File: src/design/pse_pkg.sv
// Shared types and constants for the postfix stack evaluator.
// Used by pse_alu and postfix_stack_evaluator; depends on nothing.
package pse_pkg;

  localparam int DATA_W      = 32;
  localparam int CODE_W      = 3;
  localparam int DEPTH_OUT_W = 7;

  localparam logic [CODE_W-1:0] OP_PUSH = 3'd0;
  localparam logic [CODE_W-1:0] OP_ADD  = 3'd1;
  localparam logic [CODE_W-1:0] OP_SUB  = 3'd2;
  localparam logic [CODE_W-1:0] OP_MUL  = 3'd3;
  localparam logic [CODE_W-1:0] OP_DIV  = 3'd4;

  typedef struct packed {
    logic              start;
    logic [CODE_W-1:0] code;
  } alu_req_t;

  typedef struct packed {
    logic              done;
    logic              bad;
    logic [DATA_W-1:0] result;
  } alu_rsp_t;

endpackage

File: src/design/pse_ram.sv
// Generic single-port-write, single-port-read RAM with registered read data.
// Stands alone; no package needed.
module pse_ram #(
  parameter int WIDTH = 32,
  parameter int DEPTH = 64
) (
  input  logic                     clk,
  input  logic                     we,
  input  logic [$clog2(DEPTH)-1:0] waddr,
  input  logic [WIDTH-1:0]         wdata,
  input  logic [$clog2(DEPTH)-1:0] raddr,
  output logic [WIDTH-1:0]         rdata
);

  logic [WIDTH-1:0] mem [DEPTH];

  always_ff @(posedge clk) begin
    if (we) begin
      mem[waddr] <= wdata;
    end
    rdata <= mem[raddr];
  end

endmodule

File: src/design/pse_alu.sv
// Shared arithmetic unit: registered add, subtract, multiply and an iterative
// radix-2 divide of a signed value by a positive divisor. Depends on pse_pkg.
module pse_alu (
  input  logic                    clk,
  input  logic                    rst,
  input  pse_pkg::alu_req_t       req,
  input  logic [pse_pkg::DATA_W-1:0] left,
  input  logic [pse_pkg::DATA_W-1:0] right,
  output pse_pkg::alu_rsp_t       rsp
);
  import pse_pkg::*;

  localparam int DIV_STEPS = DATA_W;
  localparam int CNT_W     = $clog2(DIV_STEPS + 1);

  logic              busy;
  logic              done;
  logic              bad;
  logic [DATA_W-1:0] result;
  logic [CNT_W-1:0]  count;
  logic [DATA_W-1:0] rem;
  logic [DATA_W-1:0] quo;
  logic [DATA_W-1:0] dvsr;
  logic              neg;

  logic [DATA_W-1:0] shifted;
  logic [DATA_W-1:0] rem_next;
  logic [DATA_W-1:0] quo_next;

  always_comb begin
    shifted = {rem[DATA_W-2:0], quo[DATA_W-1]};
    if (shifted >= dvsr) begin
      rem_next = shifted - dvsr;
      quo_next = {quo[DATA_W-2:0], 1'b1};
    end else begin
      rem_next = shifted;
      quo_next = {quo[DATA_W-2:0], 1'b0};
    end
  end

  always_ff @(posedge clk) begin
    if (rst) begin
      busy <= 1'b0;
      done <= 1'b0;
    end else begin
      done <= 1'b0;
      if (req.start) begin
        bad <= 1'b0;
        case (req.code)
          OP_ADD: begin
            result <= left + right;
            done   <= 1'b1;
          end
          OP_SUB: begin
            result <= left - right;
            done   <= 1'b1;
          end
          OP_MUL: begin
            result <= left * right;
            done   <= 1'b1;
          end
          OP_DIV: begin
            if (right[DATA_W-1] || right == '0) begin
              result <= '0;
              done   <= 1'b1;
            end else begin
              busy  <= 1'b1;
              count <= '0;
              rem   <= '0;
              quo   <= left[DATA_W-1] ? (~left + 1'b1) : left;
              neg   <= left[DATA_W-1];
              dvsr  <= right;
            end
          end
          default: begin
            result <= '0;
            bad    <= 1'b1;
            done   <= 1'b1;
          end
        endcase
      end else if (busy) begin
        if (count == CNT_W'(DIV_STEPS)) begin
          // apply sign after the last step
          result <= neg ? (~quo + 1'b1) : quo;
          busy   <= 1'b0;
          done   <= 1'b1;
        end else begin
          rem   <= rem_next;
          quo   <= quo_next;
          count <= count + 1'b1;
        end
      end
    end
  end

  assign rsp.done   = done;
  assign rsp.bad    = bad;
  assign rsp.result = result;

endmodule

File: src/design/postfix_stack_evaluator.sv
// Postfix (RPN) expression evaluator on an operand stack held in RAM.
// Depends on pse_pkg, pse_ram and pse_alu.
//
//   channel   handshake              payload
//   in        in_valid / in_ready    opcode, operand_value
//   out       out_valid / out_ready  top_value, stack_depth, underflow,
//                                    overflow, bad_operator
//
// A push goes from acceptance to ST_DONE; operators pass ST_EXEC, ST_WAIT and
// ST_DONE; divide waits in ST_WAIT for the 32 steps of the radix-2 divider.
// One item is in work at a time; in_ready is high only in the idle state.
// The result register holds a finished item while the next one is accepted;
// a later item waits for that register before it is delivered.
// Reset empties the stack; stack entries are not cleared.
module postfix_stack_evaluator #(
  parameter int STACK_DEPTH = 64
) (
  input  logic                             clk,
  input  logic                             rst,
  input  logic                             in_valid,
  output logic                             in_ready,
  input  logic [pse_pkg::CODE_W-1:0]       opcode,
  input  logic signed [pse_pkg::DATA_W-1:0] operand_value,
  output logic                             out_valid,
  input  logic                             out_ready,
  output logic signed [pse_pkg::DATA_W-1:0] top_value,
  output logic [pse_pkg::DEPTH_OUT_W-1:0]  stack_depth,
  output logic                             underflow,
  output logic                             overflow,
  output logic                             bad_operator
);
  import pse_pkg::*;

  localparam int AW = $clog2(STACK_DEPTH);
  localparam int CW = $clog2(STACK_DEPTH + 1);

  typedef enum logic [3:0] {
    ST_IDLE = 4'b0001,
    ST_EXEC = 4'b0010,
    ST_WAIT = 4'b0100,
    ST_DONE = 4'b1000
  } state_t;

  state_t            state;
  logic [CW-1:0]     depth;
  logic [DATA_W-1:0] top;
  logic [CODE_W-1:0] code;
  logic              under;
  logic              over;
  logic              bad;

  logic              accept;
  logic              we;
  logic [AW-1:0]     waddr;
  logic [DATA_W-1:0] wdata;
  logic [AW-1:0]     raddr;
  logic [DATA_W-1:0] rdata;
  logic [CW-1:0]     depth_next;
  logic              has_two;
  logic              has_one;
  logic              full;
  logic [DATA_W-1:0] alu_left;
  logic [DATA_W-1:0] alu_right;
  alu_req_t          req;
  alu_rsp_t          rsp;

  assign in_ready = (state == ST_IDLE);
  assign accept   = in_valid && in_ready;
  assign has_two  = depth > CW'(1);
  assign has_one  = depth != '0;
  assign full     = depth >= CW'(STACK_DEPTH);
  assign raddr    = AW'(depth - CW'(2));

  // pop two, push one: never below one entry after an operator
  assign depth_next = has_two ? (depth - 1'b1) : CW'(1);

  assign alu_left  = has_two ? rdata : '0;
  assign alu_right = has_one ? top : '0;
  assign req.start = (state == ST_EXEC);
  assign req.code  = code;

  always_comb begin
    we    = 1'b0;
    waddr = AW'(depth);
    wdata = DATA_W'(operand_value);
    if (accept && opcode == OP_PUSH && !full) begin
      we = 1'b1;
    end else if (state == ST_WAIT && rsp.done) begin
      we    = 1'b1;
      waddr = AW'(depth_next - 1'b1);
      wdata = rsp.result;
    end
  end

  pse_ram #(
    .WIDTH(DATA_W),
    .DEPTH(STACK_DEPTH)
  ) u_stack (
    .clk  (clk),
    .we   (we),
    .waddr(waddr),
    .wdata(wdata),
    .raddr(raddr),
    .rdata(rdata)
  );

  pse_alu u_alu (
    .clk  (clk),
    .rst  (rst),
    .req  (req),
    .left (alu_left),
    .right(alu_right),
    .rsp  (rsp)
  );

  always_ff @(posedge clk) begin
    if (rst) begin
      state     <= ST_IDLE;
      depth     <= '0;
      out_valid <= 1'b0;
    end else begin
      if (out_valid && out_ready && state != ST_DONE) begin
        out_valid <= 1'b0;
      end
      unique case (state)
        ST_IDLE: begin
          if (accept) begin
            code  <= opcode;
            under <= 1'b0;
            bad   <= 1'b0;
            over  <= 1'b0;
            if (opcode == OP_PUSH) begin
              if (full) begin
                over <= 1'b1;
              end else begin
                top   <= DATA_W'(operand_value);
                depth <= depth + 1'b1;
              end
              state <= ST_DONE;
            end else begin
              state <= ST_EXEC;
            end
          end
        end
        ST_EXEC: begin
          under <= !has_two;
          state <= ST_WAIT;
        end
        ST_WAIT: begin
          if (rsp.done) begin
            top   <= rsp.result;
            depth <= depth_next;
            bad   <= rsp.bad;
            state <= ST_DONE;
          end
        end
        ST_DONE: begin
          if (!out_valid || out_ready) begin
            out_valid    <= 1'b1;
            top_value    <= has_one ? top : '0;
            stack_depth  <= DEPTH_OUT_W'(depth);
            underflow    <= under;
            overflow     <= over;
            bad_operator <= bad;
            state        <= ST_IDLE;
          end
        end
      endcase
    end
  end

endmodule
File: config.mk
export PLATFORM = sky130hd
export DESIGN_NAME = postfix_stack_evaluator
export DESIGN_NICKNAME = d
export VERILOG_FILES = /design/src/design/pse_pkg.sv /design/src/design/pse_ram.sv /design/src/design/pse_alu.sv /design/src/design/postfix_stack_evaluator.sv
export SDC_FILE = /design/constraint.sdc
export NUM_CORES = 2
export LEC_CHECK = 0
export ABC_AREA = 1
export BUFFER_PORTS_ARGS = -buffer_cell sky130_fd_sc_hd__clkbuf_2
export CORE_MARGIN = 5
export CORE_UTILIZATION = 54
export DETAILED_ROUTE_END_ITERATION = 10
export GPL_ROUTABILITY_DRIVEN = 1
export PLACE_DENSITY = 0.72
export SYNTH_ARGS = -nofsm -noshare
export SYNTH_HDL_FRONTEND = slang
export SYNTH_SLANG_ARGS = --single-unit
File: constraint.sdc
create_clock -name clk -period 8.49 [get_ports clk]
set_clock_uncertainty 0.1 [all_clocks]
set_input_delay 0.849 -clock clk [delete_from_list [all_inputs] [get_ports clk]]
set_output_delay 0.849 -clock clk [all_outputs]
set_load 0.005 [all_outputs]
==> out/qor.csv <==
metric;value;unit
nNetsFinal;10700;
p_leak;0.0457;uW
synthArstFlopShare;0;
crit_arrival;8.71;ns
num_vias;81600;
die_w;465;um
ys_ff_latch;2309;
synth_seq_area_share;0.617;
timing.fmax;121;MHz
grt_setup_unrepaired;false;
layout_min_cycle_time;8.26;ns
synth_ff_type;edfxtp_1;
vias_per_cell;6.32;
post-route-drc-count;0;
antenna_found_initial;29;
layout_common_cells;edfxtp_1 (2263), nor2_1 (1871), o21ai_0 (1460);
cp-end-kind;flop;
worst_pin_slew;1.42;ns
status;completed;
finalCritPeriodShare;0.973;
syn_area;112000;um2
synth_top_area_frac;0.609;
crit_fanout;17;
setup_violations;0;
ant_nets;0;
fp.dieH;465;um
rows;166;
clock_sinks;2309;
grt_pass1_vias;77700;
layout_commonest_cell;edfxtp_1;
cts_buffers;224;
dp_cells;12500;
drv_cap;0;
synth_area_leader_cell;edfxtp_1;
irDropWorstVdd;227;uV
drt-initial-drc-count;12400;
cts.path.max_buffers;3;
grt_pass1_wl;528;mm
synth.area.top_cells;edfxtp_1 (61%), fa_1 (7.4%), o21ai_0 (6.7%), nor2_1 (6.5%), o22ai_1 (3.3%);
die_area;216000;um2
synth_nets;10500;
fillers;16100;
track_usage;0.333;
cpPeakStageDelay;0.58;ns
relSlewSlack;0.0516;
synth_edf_count;2263;
path_clk_slew;0.06;ns
final-max-slew-violation-count;0;
worstSetupPathType;reg -> reg;
whs_path_depth;1;
reg2reg_depth;34;
core;205000;um2
start_util;0.544;
hp-class;in -> reg;
power.density;200;nW/um2
io_buffers;82;
cts_htree_levels;4;
overflow;0;
fin_cells;12900;
cts_tree;done;
drt-total-wl;368;mm
fin_tns_setup;0;ns
io_pins;83;
gp_congestion;1.01;
ys_types;63;
firstDrtPassIters;9;
startpoint_type;flop;
grt_max_degree;201;
multiInputGateArea;38600;um2
drive_gt1_frac;0.104;
root_buffer;clkbuf_16;
clk_latency;0.87;ns
area_delta_synth_final;12.0;%
cpMaxStageDelayCell;fa_1;
avgSynthCellArea;11.3;um2
required;8.94;ns
place_hpwl;234;mm
wire_per_inst;28.5;um
ff2ff_setup_slack;0.23;ns
seqCellArea;68900;um2
yosysWarnings;0;
hold_viol;0;
syn_inst;9895;
[power by group]
part           internal [uW]  switching (uW)  leakage [uW]
Combinational            626            1840        0.0214
Sequential             12600            65.8        0.0207
Clock                   5570            4330       0.00356
Total                  18800            6240        0.0457
[cell type report]
class,instances,area share
clock buffer,289,0.0483
clock inverter,127,0.00999
sequential,2309,0.551
timing repair inverter,1,0.0000400
tap,2688,0.0269
timing repair buffer,483,0.0308
inverter,785,0.0239
multi-input combinational,6219,0.309
antenna,10,0.000200
[worst max-delay path: cells and delay by family, from the launching register on]
kind                     cells  cell delay, ns
adder cells (fa/ha/maj)     10            4.59
AND/OR/NAND/NOR             13            1.50
XOR/XNOR                     1            0.11
flip-flops                   1            0.32
AO/OA/AOI/OAI                2            0.22
buffers and inverters        8            1.12
[synthesized netlist by cell type, types with 46 or more instances]
cell / instances
fa_1: 410
o21ai_0: 1497
xor2_1: 88
inv_1: 745
edfxtp_1: 2263
o22ai_1: 596
nor2_1: 1945
ha_1: 199
a21oi_1: 196
dfxtp_1: 46
o32ai_1: 63
nand2_1: 763
clkbuf_1: 527
nand3_1: 121
[worst paths after layout]
path,startpoint,endpoint
worst max-delay path,depth[2],u_alu.result[30]
worst min-delay path,opcode[1],code[1]
worst max register to register,depth[2],u_alu.result[30]
worst min register to register,under,underflow
[kinds of logic (layout without fill, tap and decap cells)]
logic type,count (synthesis),in the layout,synth area share
adders and majority gates,609,609,0.0958
buffers and inverters,1368,1685,0.0467
and+or+nand+nor,2992,2993,0.107
AOI/OAI and AO/OA,2488,2488,0.124
other,0,10,0
DFF,2309,2309,0.617
xor gates and xnor gates,129,129,0.0101
[per-layer routing]
metal	global-route usage	vias to the layer above	share of wire
met5	0	-	0.00017
met4	0.123	10	0.045
met3	0.102	857	0.14
met2	0.494	5341	0.44
met1	0.467	40400	0.38
li1	-	35000	-
[sequential cells by signal, indices dropped and copies added (netlist names), 3 cells and up]
| register | flops |
|---|---|
| u_alu.dvsr | 32 |
| u_alu.count | 6 |
| stack_depth | 7 |
| u_stack.mem | 2048 |
| code | 3 |
| depth | 7 |
| u_alu.quo | 32 |
| top | 32 |
| u_alu.result | 32 |
| state | 4 |
| u_stack.rdata | 32 |
| top_value | 32 |
| u_alu.rem | 31 |
[timing repair]
| item | 4_1_cts | 5_1_grt |
|---|---|---|
| resized for setup | 0 | 41 |
| endpoints found under the setup margin | 0 | 13 |
| setup buffers | 0 | 21 |
| hold buffers | 0 | 0 |
[metrics by stage]
step | hold WS, ns | util | power, uW | worst slack (ns) | instance area (um2)
floorplan | 0.300 | - | 14200 | 0.0666 | 112000
global placement | 0.307 | 0.572 | 15200 | 0.155 | 117000
detailed placement | 0.310 | 0.572 | 15200 | 0.154 | 117000
CTS | 0.115 | 0.608 | 24900 | 0.108 | 125000
global route | 0.126 | 0.609 | 25600 | 0.0149 | 125000
finish | 0.162 | 0.609 | 25000 | 0.233 | 125000
Power figures use the tool's default switching activity.
